**src/rtl/core/pds_pkg.sv**
```systemverilog
// Shared constants and types for the pairwise distance sorter.
// No dependencies; imported by pds_dist and pairwise_distance_sorter.
`default_nettype none

package pds_pkg;

  localparam int MAX_POINTS = 8;
  localparam int COORD_BITS = 16;

  localparam int MAX_PAIRS  = (MAX_POINTS * (MAX_POINTS - 1)) / 2;
  localparam int DIST_BITS  = 2 * COORD_BITS + 2;
  localparam int SQ_BITS    = 2 * COORD_BITS;
  localparam int PT_IDX_W   = $clog2(MAX_POINTS);
  localparam int CNT_W      = $clog2(MAX_POINTS + 1);
  localparam int PAIR_IDX_W = (MAX_PAIRS > 1) ? $clog2(MAX_PAIRS) : 1;
  localparam int PAIR_CNT_W = $clog2(MAX_PAIRS + 1);

  typedef struct packed {
    logic [COORD_BITS-1:0] x;
    logic [COORD_BITS-1:0] y;
    logic [COORD_BITS-1:0] z;
  } point_t;

  // One slot of the sorted pair list: endpoint indexes and squared distance.
  typedef struct packed {
    logic [PT_IDX_W-1:0]  ia;
    logic [PT_IDX_W-1:0]  ib;
    logic [DIST_BITS-1:0] dsq;
  } pair_t;

endpackage

`default_nettype wire

```
**src/rtl/core/pds_dist.sv**
```systemverilog
// Squared distance unit: one shared multiplier, three squares summed.
// Depends on pds_pkg.
`default_nettype none

module pds_dist (
  input  logic                            clk,
  input  logic                            rst,
  input  logic                            go,
  input  pds_pkg::point_t                 pa,
  input  pds_pkg::point_t                 pb,
  output logic                            done,
  output logic [pds_pkg::DIST_BITS-1:0]   dsq
);
  import pds_pkg::*;

  typedef enum logic [2:0] {
    DS_IDLE,
    DS_SQ0,
    DS_SQ1,
    DS_SQ2,
    DS_SUM
  } dstate_t;

  dstate_t               state;
  logic [COORD_BITS-1:0] mx;
  logic [COORD_BITS-1:0] my;
  logic [COORD_BITS-1:0] mz;
  logic [SQ_BITS-1:0]    prod;

  function automatic logic [COORD_BITS-1:0] abs_diff(input logic [COORD_BITS-1:0] a,
                                                      input logic [COORD_BITS-1:0] b);
    logic signed [COORD_BITS:0] d;
    logic signed [COORD_BITS:0] nd;
    d  = $signed({a[COORD_BITS-1], a}) - $signed({b[COORD_BITS-1], b});
    nd = -d;
    return d[COORD_BITS] ? nd[COORD_BITS-1:0] : d[COORD_BITS-1:0];
  endfunction

  always_ff @(posedge clk) begin
    if (rst) begin
      state <= DS_IDLE;
      done  <= 1'b0;
    end else begin
      done <= 1'b0;
      case (state)
        DS_IDLE: begin
          if (go) begin
            mx    <= abs_diff(pa.x, pb.x);
            my    <= abs_diff(pa.y, pb.y);
            mz    <= abs_diff(pa.z, pb.z);
            state <= DS_SQ0;
          end
        end
        DS_SQ0: begin
          prod  <= mx * mx;
          state <= DS_SQ1;
        end
        DS_SQ1: begin
          prod  <= my * my;
          dsq   <= DIST_BITS'(prod);
          state <= DS_SQ2;
        end
        DS_SQ2: begin
          prod  <= mz * mz;
          dsq   <= dsq + DIST_BITS'(prod);
          state <= DS_SUM;
        end
        DS_SUM: begin
          dsq   <= dsq + DIST_BITS'(prod);
          done  <= 1'b1;
          state <= DS_IDLE;
        end
        default: state <= DS_IDLE;
      endcase
    end
  end

endmodule

`default_nettype wire

```
**src/rtl/core/pairwise_distance_sorter.sv**
```systemverilog
// Top level of the pairwise distance sorter: point memory, pair memory, sequencer.
// Depends on pds_pkg and pds_dist.
//
// Points load one per cycle while busy is low; extra points beyond the point
// memory depth are dropped. The point marked batch_end starts the batch work
// and busy stays high until the last result has been issued. For every pair
// the block reads both points, forms the squared distance in the shared
// multiplier and insertion-sorts it into the pair memory, moving past one
// entry at a time, since the single read port of that memory serves one
// compare at a time. Results are then issued in turn, each after a pair
// read and two point reads. Each result is shown for a single cycle with
// valid high and the receiver cannot stall it; last_pair marks the final
// one. A batch of one point issues nothing.
`default_nettype none

module pairwise_distance_sorter (
  input  logic                                  clk,
  input  logic                                  rst,
  input  logic                                  start,
  output logic                                  busy,
  input  logic signed [pds_pkg::COORD_BITS-1:0] px,
  input  logic signed [pds_pkg::COORD_BITS-1:0] py,
  input  logic signed [pds_pkg::COORD_BITS-1:0] pz,
  input  logic                                  batch_end,
  output logic                                  valid,
  output logic signed [pds_pkg::COORD_BITS-1:0] ax,
  output logic signed [pds_pkg::COORD_BITS-1:0] ay,
  output logic signed [pds_pkg::COORD_BITS-1:0] az,
  output logic signed [pds_pkg::COORD_BITS-1:0] bx,
  output logic signed [pds_pkg::COORD_BITS-1:0] by,
  output logic signed [pds_pkg::COORD_BITS-1:0] bz,
  output logic        [pds_pkg::DIST_BITS-1:0]  dist_sq,
  output logic                                  last_pair
);
  import pds_pkg::*;

  typedef enum logic [3:0] {
    S_IDLE,
    S_RD_A,
    S_RD_B,
    S_DIST_GO,
    S_DIST_WAIT,
    S_INS_RD,
    S_INS_CMP,
    S_OUT_RP,
    S_OUT_RA,
    S_OUT_RB,
    S_OUT_EM
  } state_t;

  state_t                 state;
  logic [CNT_W-1:0]       count;
  logic [CNT_W-1:0]       count_next;
  logic [CNT_W-1:0]       npts;
  logic [PT_IDX_W-1:0]    pi;
  logic [PT_IDX_W-1:0]    pj;
  logic [PAIR_CNT_W-1:0]  npairs;
  logic [PAIR_CNT_W-1:0]  k;
  logic [DIST_BITS-1:0]   key;
  point_t                 pa;
  logic                   accept;

  // Point memory
  point_t                 pt_mem [MAX_POINTS];
  point_t                 pt_rdata;
  logic [PT_IDX_W-1:0]    pt_raddr;
  logic                   pt_wen;

  // Pair memory
  pair_t                  pr_mem [MAX_PAIRS];
  pair_t                  pr_rdata;
  logic [PAIR_IDX_W-1:0]  pr_raddr;
  logic                   pr_ren;
  logic                   pr_wen;
  logic [PAIR_IDX_W-1:0]  pr_waddr;
  pair_t                  pr_wdata;
  pair_t                  new_pair;

  logic                   dist_go;
  logic                   dist_done;
  logic [DIST_BITS-1:0]   dist_val;
  logic                   ins_done;

  assign busy   = (state != S_IDLE);
  assign accept = start && !busy;
  assign pt_wen = accept && (count < CNT_W'(MAX_POINTS));
  assign count_next = pt_wen ? count + CNT_W'(1) : count;
  assign dist_go = (state == S_DIST_GO);
  assign new_pair = '{ia: pi, ib: pj, dsq: key};

  pds_dist u_dist (
    .clk  (clk),
    .rst  (rst),
    .go   (dist_go),
    .pa   (pa),
    .pb   (pt_rdata),
    .done (dist_done),
    .dsq  (dist_val)
  );

  always_ff @(posedge clk) begin
    if (pt_wen) begin
      pt_mem[count[PT_IDX_W-1:0]] <= '{x: px, y: py, z: pz};
    end
    pt_rdata <= pt_mem[pt_raddr];
  end

  always_ff @(posedge clk) begin
    if (pr_wen) begin
      pr_mem[pr_waddr] <= pr_wdata;
    end
    if (pr_ren) begin
      pr_rdata <= pr_mem[pr_raddr];
    end
  end

  // Memory port control
  always_comb begin
    pt_raddr = pi;
    pr_raddr = k[PAIR_IDX_W-1:0];
    pr_ren   = 1'b0;
    pr_wen   = 1'b0;
    pr_waddr = k[PAIR_IDX_W-1:0];
    pr_wdata = new_pair;
    ins_done = 1'b0;
    case (state)
      S_RD_B:   pt_raddr = pj;
      S_OUT_RA: pt_raddr = pr_rdata.ia;
      S_OUT_RB: pt_raddr = pr_rdata.ib;
      S_INS_RD: begin
        if (k == '0) begin
          pr_wen   = 1'b1;
          ins_done = 1'b1;
        end else begin
          pr_ren   = 1'b1;
          pr_raddr = PAIR_IDX_W'(k - PAIR_CNT_W'(1));
        end
      end
      S_INS_CMP: begin
        pr_wen = 1'b1;
        if (pr_rdata.dsq < key) begin
          // shift the smaller entry down one slot
          pr_wdata = pr_rdata;
        end else begin
          ins_done = 1'b1;
        end
      end
      S_OUT_RP: pr_ren = 1'b1;
      default: ;
    endcase
  end

  always_ff @(posedge clk) begin
    if (rst) begin
      state  <= S_IDLE;
      count  <= '0;
      valid  <= 1'b0;
    end else begin
      valid <= 1'b0;
      case (state)
        S_IDLE: begin
          if (accept) begin
            if (batch_end) begin
              count  <= '0;
              npts   <= count_next;
              pi     <= '0;
              pj     <= PT_IDX_W'(1);
              npairs <= '0;
              if (count_next >= CNT_W'(2)) begin
                state <= S_RD_A;
              end
            end else begin
              count <= count_next;
            end
          end
        end
        S_RD_A: state <= S_RD_B;
        S_RD_B: begin
          pa    <= pt_rdata;
          state <= S_DIST_GO;
        end
        S_DIST_GO: state <= S_DIST_WAIT;
        S_DIST_WAIT: begin
          if (dist_done) begin
            key   <= dist_val;
            k     <= npairs;
            state <= S_INS_RD;
          end
        end
        S_INS_RD: begin
          if (!ins_done) begin
            state <= S_INS_CMP;
          end
        end
        S_INS_CMP: begin
          if (!ins_done) begin
            k     <= k - PAIR_CNT_W'(1);
            state <= S_INS_RD;
          end
        end
        S_OUT_RP: state <= S_OUT_RA;
        S_OUT_RA: state <= S_OUT_RB;
        S_OUT_RB: begin
          pa    <= pt_rdata;
          state <= S_OUT_EM;
        end
        S_OUT_EM: begin
          valid     <= 1'b1;
          ax        <= pa.x;
          ay        <= pa.y;
          az        <= pa.z;
          bx        <= pt_rdata.x;
          by        <= pt_rdata.y;
          bz        <= pt_rdata.z;
          dist_sq   <= pr_rdata.dsq;
          last_pair <= (k + PAIR_CNT_W'(1) == npairs);
          k         <= k + PAIR_CNT_W'(1);
          if (k + PAIR_CNT_W'(1) == npairs) begin
            state <= S_IDLE;
          end else begin
            state <= S_OUT_RP;
          end
        end
        default: state <= S_IDLE;
      endcase

      // advance to the next pair once the insert lands
      if ((state == S_INS_RD || state == S_INS_CMP) && ins_done) begin
        npairs <= npairs + PAIR_CNT_W'(1);
        if (CNT_W'(pj) + CNT_W'(1) < npts) begin
          pj    <= pj + PT_IDX_W'(1);
          state <= S_RD_A;
        end else if (CNT_W'(pi) + CNT_W'(2) < npts) begin
          pi    <= pi + PT_IDX_W'(1);
          pj    <= PT_IDX_W'(CNT_W'(pi) + CNT_W'(2));
          state <= S_RD_A;
        end else begin
          k     <= '0;
          state <= S_OUT_RP;
        end
      end
    end
  end

endmodule

`default_nettype wire
```
**config.mk**
```make
export PLATFORM = sky130hd
export DESIGN_NAME = pairwise_distance_sorter
export DESIGN_NICKNAME = d
export VERILOG_FILES = /design/src/rtl/core/pds_pkg.sv /design/src/rtl/core/pds_dist.sv /design/src/rtl/core/pairwise_distance_sorter.sv
export SDC_FILE = /design/constraint.sdc
export NUM_CORES = 2
export LEC_CHECK = 0
export BUFFER_PORTS_ARGS = -buffer_cell sky130_fd_sc_hd__buf_4
export CORE_ASPECT_RATIO = 1.1
export CORE_MARGIN = 2
export CORE_UTILIZATION = 55
export DETAILED_ROUTE_END_ITERATION = 7
export HOLD_SLACK_MARGIN = 0.02
export MAX_ROUTING_LAYER = met4
export PLACE_DENSITY = 0.81
export SYNTH_ARGS = -nofsm -noshare
export SYNTH_HDL_FRONTEND = slang
export SYNTH_SLANG_ARGS = --single-unit
```
**constraint.sdc**
```tcl
create_clock -name clk -period 17.87 [get_ports clk]
set_clock_uncertainty 0.15 [all_clocks]
set_input_delay 0 -clock clk [delete_from_list [all_inputs] [get_ports clk]]
set_output_delay 0 -clock clk [all_outputs]
set_load 0.01 [all_outputs]
```
Word-level counts from Yosys, hierarchy flattened:

Memory sizes are Yosys's and may differ from the RTL's. A register that Yosys moved wholly into a read port is not among the register bits.
Cells that the tools add are included.
W data, S select, Z words.

* register bits: 360
* RAM bits: 1504
* bits of input ports: 52
* word-level logic and storage cells: 160
* memories: 2

* add/sub/neg operators: 15
* multipliers: 3
* $lt $le $gt $ge: 5
* equality and inequality tests: 22
* multiplexer cells: 59
* bitwise logic cells: 1
* reduce and logical (&&, ||, !) cells: 26

Memories
* pr_mem: words 28, bits a word 40, rd ports 1, clocked after memory_dff 1, wr ports 1, line pairwise_distance_sorter.sv:70 `pair_t pr_mem [MAX_PAIRS];`
* pt_mem: words 8, bits a word 48, rd ports 1, clocked after memory_dff 1, wr ports 1, line pairwise_distance_sorter.sv:64 `point_t pt_mem [MAX_POINTS];`

Operators by type and width (count)
* $mul A16 B16 Y32: 3
* $pmux W32 S3: 1
* $mux W40: 2
* $pmux W34 S2: 1
* $mux W5: 11
* $sub A16 B16 Y17: 3
* $mux W16: 3
* $mux W3: 16
* $neg A16 Y16: 3
* $pmux W4 S11: 1
* $mux W4: 9
* $add A34 B32 Y34: 1
* $lt A34 B34 Y1: 1
* $eq A4 B3 Y1 const B: 4
* $pmux W5 S3: 1
* $eq A4 B4 Y1 const B: 3
* $pmux W3 S4: 1
* $add A5 B1 Y5 const B: 2
* $reduce_and A2 Y1: 5
* $mux W1: 9
* $ne A3 B2 Y1 const B: 3
* $ne A3 B3 Y1 const B: 3
* $pmux W3 S3: 1
* $eq A4 B2 Y1 const B: 2
* other kinds (29): 42

Longest topological paths before layout:

* word-level depth: 11
* depth in mapped cells: 26
* mapped depth without buffers: 24

Cells and area by module:

From an unflattened synthesis, not the netlist that was laid out.

* cell total of the unflattened synthesis: 8290
* area, all modules: 101300.9 um^2

By module, submodules not included
* pairwise_distance_sorter: instances 1, cells each 4768, area an instance 70183.6 um^2
* pds_dist: instances 1, cells each 3522, area an instance 31117.3 um^2

Worst setup path before layout:

No wires, ideal clock.

* path type: register to register
* start point: register state[1]
* end point: register ax[0] (netlist bit), enable pin
* library setup time: 0.623 ns
* arrival: 6.833 ns
* slack: 10.263 ns
* cell stages (with the launch flop): 6
* path buffers: 1
* path through: dfxtp_1 > clkbuf_1 > nor2b_1 > nor2b_1 > nand2_1 > nor2_1

* word-level cells in the longest chain between the ends: 2

Ends and longest elaborated chain
* start, declared: line pairwise_distance_sorter.sv:51 `state_t state;`
* start signal, assigned: line pairwise_distance_sorter.sv:155 `state <= S_IDLE;`
* start signal, assigned: line pairwise_distance_sorter.sv:170 `state <= S_RD_A;`
* start signal, assigned: line pairwise_distance_sorter.sv:177 `S_RD_A: state <= S_RD_B;`
* $eq A4 B4 Y1: line pairwise_distance_sorter.sv:160 `case (state)`
* $reduce_and A2 Y1 (no source line)
* end signal, assigned: line pairwise_distance_sorter.sv:209 `ax <= pa.x;`
* end, declared: line pairwise_distance_sorter.sv:26 `output logic signed [pds_pkg::COORD_BITS-1:0] ax,`

No other way between the ends.
A chain may end at the register's enable or synchronous reset.

Worst setup path in the final report:

* start point: register u_dist.mx[9]
* end point: register u_dist.prod[30] (data pin)

* word-level cells in the longest chain between the ends: 2

Ends and longest elaborated chain
* start, declared: line pds_dist.sv:25 `logic [COORD_BITS-1:0] mx;`
* start signal, assigned: line pds_dist.sv:48 `mx <= abs_diff(pa.x, pb.x);`
* $mul A16 B16 Y32: line pds_dist.sv:55 `prod <= mx * mx;`
* $pmux W32 S3: line pds_dist.sv:45 `case (state)`
* end signal, assigned: line pds_dist.sv:55
* end signal, assigned: line pds_dist.sv:59 `prod <= my * my;`
* end signal, assigned: line pds_dist.sv:64 `prod <= mz * mz;`
* end, declared: line pds_dist.sv:28 `logic [SQ_BITS-1:0] prod;`

No other way between the ends.

==> results by group <==
Worst setup path
  – Crit path DAT: 7.62 ns
  – R2R Path Start: u_dist.mx[9]
  – Required @ worst endpoint: 18.26 ns
  – Crit. End Element: flop
  – Crit-path max FO: 17
  – Worst R2R Setup Slack: 10.64 ns
  – Crit start category: flop
  – R2R cell count: 23
  – WS Path Type: reg2reg
  – Worst reg2reg path endpoint: u_dist.prod[30]

Detailed routing
  – Vias per inst: 6.17
  – Vias: 63328
  – ANT nets after route: 0
  – First drt pass iteration count: 8
  – Remaining DRCs: 0
  – DRT iter0 DRCs: 8426
  – Final WL: 258000 um
  – Routed length per placed instance: 25.1 um

Timing
  – Worst setup margin: 10.64 ns
  – Slew margin rel.: 0.230
  – Crit path time final: 7.23 ns
  – Worst-margin pin slew: 1.15 ns
  – Setup TNS: 0 ns
  – Max Slew Vio Count: 0
  – FMAX: 0.138 GHz
  – Setup violators final: 0
  – Crit share post-route: 0.404
  – Final hold vios: 0
  – RSZ-0062 raised after global routing: false

Global route
  – Vias in the first global route: 64965
  – Gr ovfl total: 0
  – Initial antenna violation count: 10
  – Gr usage total: 0.285
  – First-pass GRT wire length: 389000 um
  – Largest net degree at the start of global routing: 158

Logic synthesis
  – Post-synth EDFFs: 1890
  – Most instantiated library cell after synthesis: edfxtp_1
  – Yosys top cell area share: 0.562
  – Post-Synthesis Cells: 7464
  – Largest cells by area after synthesis: edfxtp_1 56%, fa_1 9.7%, mux4_2 6.2%, ha_1 5.3%, nand2_1 3.8%
  – Synth warn: 0
  – Ys async rst share: 0
  – Yosys cell types: 81
  – Primary FF master, synth: edfxtp_1
  – Cell taking the most area after synthesis: edfxtp_1
  – Post-synth top cells: 1890 x edfxtp_1, 1023 x nand2_1, 874 x inv_1, 491 x fa_1, 431 x ha_1
  – Part of the Yosys area used for sequential elements: 0.574
  – Syn avg cell area: 13.5 um2
  – Syn nets: 8438
  – Yosys reg bits: 1951
  – Mapped Area: 101000 um2

Placed design
  – IO Port Bufs: 184
  – Placement Setup Slack: 10.71 ns
  – RePlAce Congestion: 0.920
  – Cell count after placement: 9822
  – HPWL after DPL: 152000 um

Die
  – Num ports: 185
  – Die footprint: 187000 um2
  – Core area: 182000 um2
  – Die Ht: 453 um
  – FP Rows: 164
  – Die W: 412 um
  – Starting Density: 0.554

Min path
  – HP Start: start
  – Hold Path Class: in2reg
  – Worst min-delay path endpoint: count[1]
  – Hold path cells: 5

Finish
  – Fraction of layout cells with a size suffix above 1: 0.120
  – # fillers: 12549
  – Final #Nets: 8677
  – Area grow syn2layout: 11.2%
  – Non-filler cells, final: 10272

Power
  – Peak VDD IR: 113 uV
  – Power density cells: 86.5 nW/um2
  – LEAKAGE: 0.0435 uW

Clock tree
  – CTS Sinks: 1951
  – CTS tree: built
  – Clock buffer depth: 3
  – Cell chosen for the clock root: clkbuf_16
  – CTS buffer count: 182
  – Clock transition at path regs: 0.06 ns
  – H-tree lvl count: 4
  – Worst-Skew Late Latency: 0.86 ns

Status
  – Status: finished, final reports clean

Run
  – MaxCap Viol Count: 0
-- kinds of logic after synthesis --
| kind of cell | share of synthesized area |
|---|---|
| simple gates | 0.0906 |
| flops | 0.574 |
| buf+inv | 0.0457 |
| fa+ha+maj | 0.151 |
| compound gates | 0.0504 |
| mux | 0.0704 |
| xor+xnor | 0.0176 |
-- power by group --
| part | internal [uW] | total, uW | leakage, uW | switching, uW |
|---|---|---|---|---|
| Clock | 2290 | 4060 | 0.00297 | 1770 |
| Sequential | 5020 | 5070 | 0.0176 | 41.8 |
| Combinational | 226 | 581 | 0.0230 | 354 |
-- critical path, stage by stage (launching register included) --
cell and delay [ns]:
edfxtp_1 0.65, and2_1 0.28, fa_1 0.54, inv_1 0.06
fa_1 0.54, inv_1 0.05, fa_1 0.50, inv_1 0.06
fa_1 0.53, inv_1 0.05, fa_1 0.48, inv_1 0.06
fa_1 0.47, inv_1 0.05, ha_1 0.32, and3_1 0.20
a221o_1 0.30, a21oi_1 0.12, o21ai_0 0.21, a31oi_1 0.43
o31ai_1 0.22, o41ai_1 0.36, mux2i_1 0.22, a211oi_1 0.09
-- registers in the layout, summed over array words and instances, names as in the netlist, 31 cells and up --
signal       cells
dist_sq         34
key             34
pt_mem         384
pa              48
u_dist.prod     31
pt_rdata        48
pr_mem        1120
pr_rdata        40
u_dist.dsq      34
-- metal layers --
| layer | GRT usage | part of all wire | vias up | wire [um] |
|---|---|---|---|---|
| met5 | - | 0 | - | 0 |
| met4 | 0.121 | 0.045 | 0 | 11700 |
| met3 | 0.0488 | 0.098 | 694 | 25200 |
| met2 | 0.451 | 0.49 | 3864 | 126000 |
| met1 | 0.366 | 0.37 | 31855 | 95400 |
| li1 | - | - | 26915 | - |
-- worst max-delay path by stage --
stage | from | endpoint | slack, ns | cells past startpoint
3_3_place_gp | u_dist.mx[9] | u_dist.prod[30] | 10.72 | 23
6_report | u_dist.mx[9] | u_dist.prod[30] | 10.64 | 23
5_1_grt | u_dist.mx[9] | u_dist.prod[30] | 10.16 | 23
4_1_cts | u_dist.mx[9] | u_dist.prod[30] | 10.68 | 23
3_5_place_dp | u_dist.mx[9] | u_dist.prod[30] | 10.71 | 23
2_1_floorplan | state[1] | ax[0] | 10.26 | 5
-- per-stage QoR --
step                       util  hold WS, ns  power, uW  instance area, um2
after floorplan               -      -0.0511       5540              101000
after global placement    0.577       0.0779       5680              105000
after detailed placement  0.577       0.0819       5700              105000
after CTS                 0.616       0.0949       9710              112000
after global routing      0.617        0.150       9930              112000
final                     0.617        0.152       9710              112000
-- what timing repair did --
item / in CTS / in global routing
hold endpoints to repair: 579 / 0
hold buffers: 104 / 0
resized for setup: 0 / 0
setup endpoints to repair: 0 / 0
buffers inserted: 0 / 0
-- final cells by class --
class                           instances  area, um2  area share
Sequential cell                      1951      58000       0.517
Timing Repair Buffer                  357       2990      0.0266
Clock buffer                          215       4730      0.0422
Tap cell                             2407       3010      0.0268
Multi-Input combinational cell       4337      38700       0.345
Antenna cell                           10       25.0    0.000223
Inverter                              874       3280      0.0292
Clock inverter                        121       1480      0.0132
-- placed cells by master, fill, tap and decap left out, types with 21 or more instances in the layout --
cell	n
buf_4	249
nor3_1	51
clkbuf_16	184
o21ai_0	169
a31oi_1	35
mux2_2	51
and2_1	143
fa_1	491
xor2_1	86
clkbuf_1	30
o21a_1	39
dlygate4sd3_1	104
nor2_1	182
clkinv_2	21
inv_1	874
mux2i_1	21
nor2b_1	43
mux4_2	280
o21ai_1	42
clkinv_1	38
nand2_1	1022
bufinv_16	26
xnor2_1	114
ha_1	431
a21oi_1	266
a21o_1	92
nor2_4	35
and3_1	34
edfxtp_1	1890
nand3_1	404
nand2b_1	31
dfxtp_1	60
No activity file was read; power rests on OpenSTA's default activity.
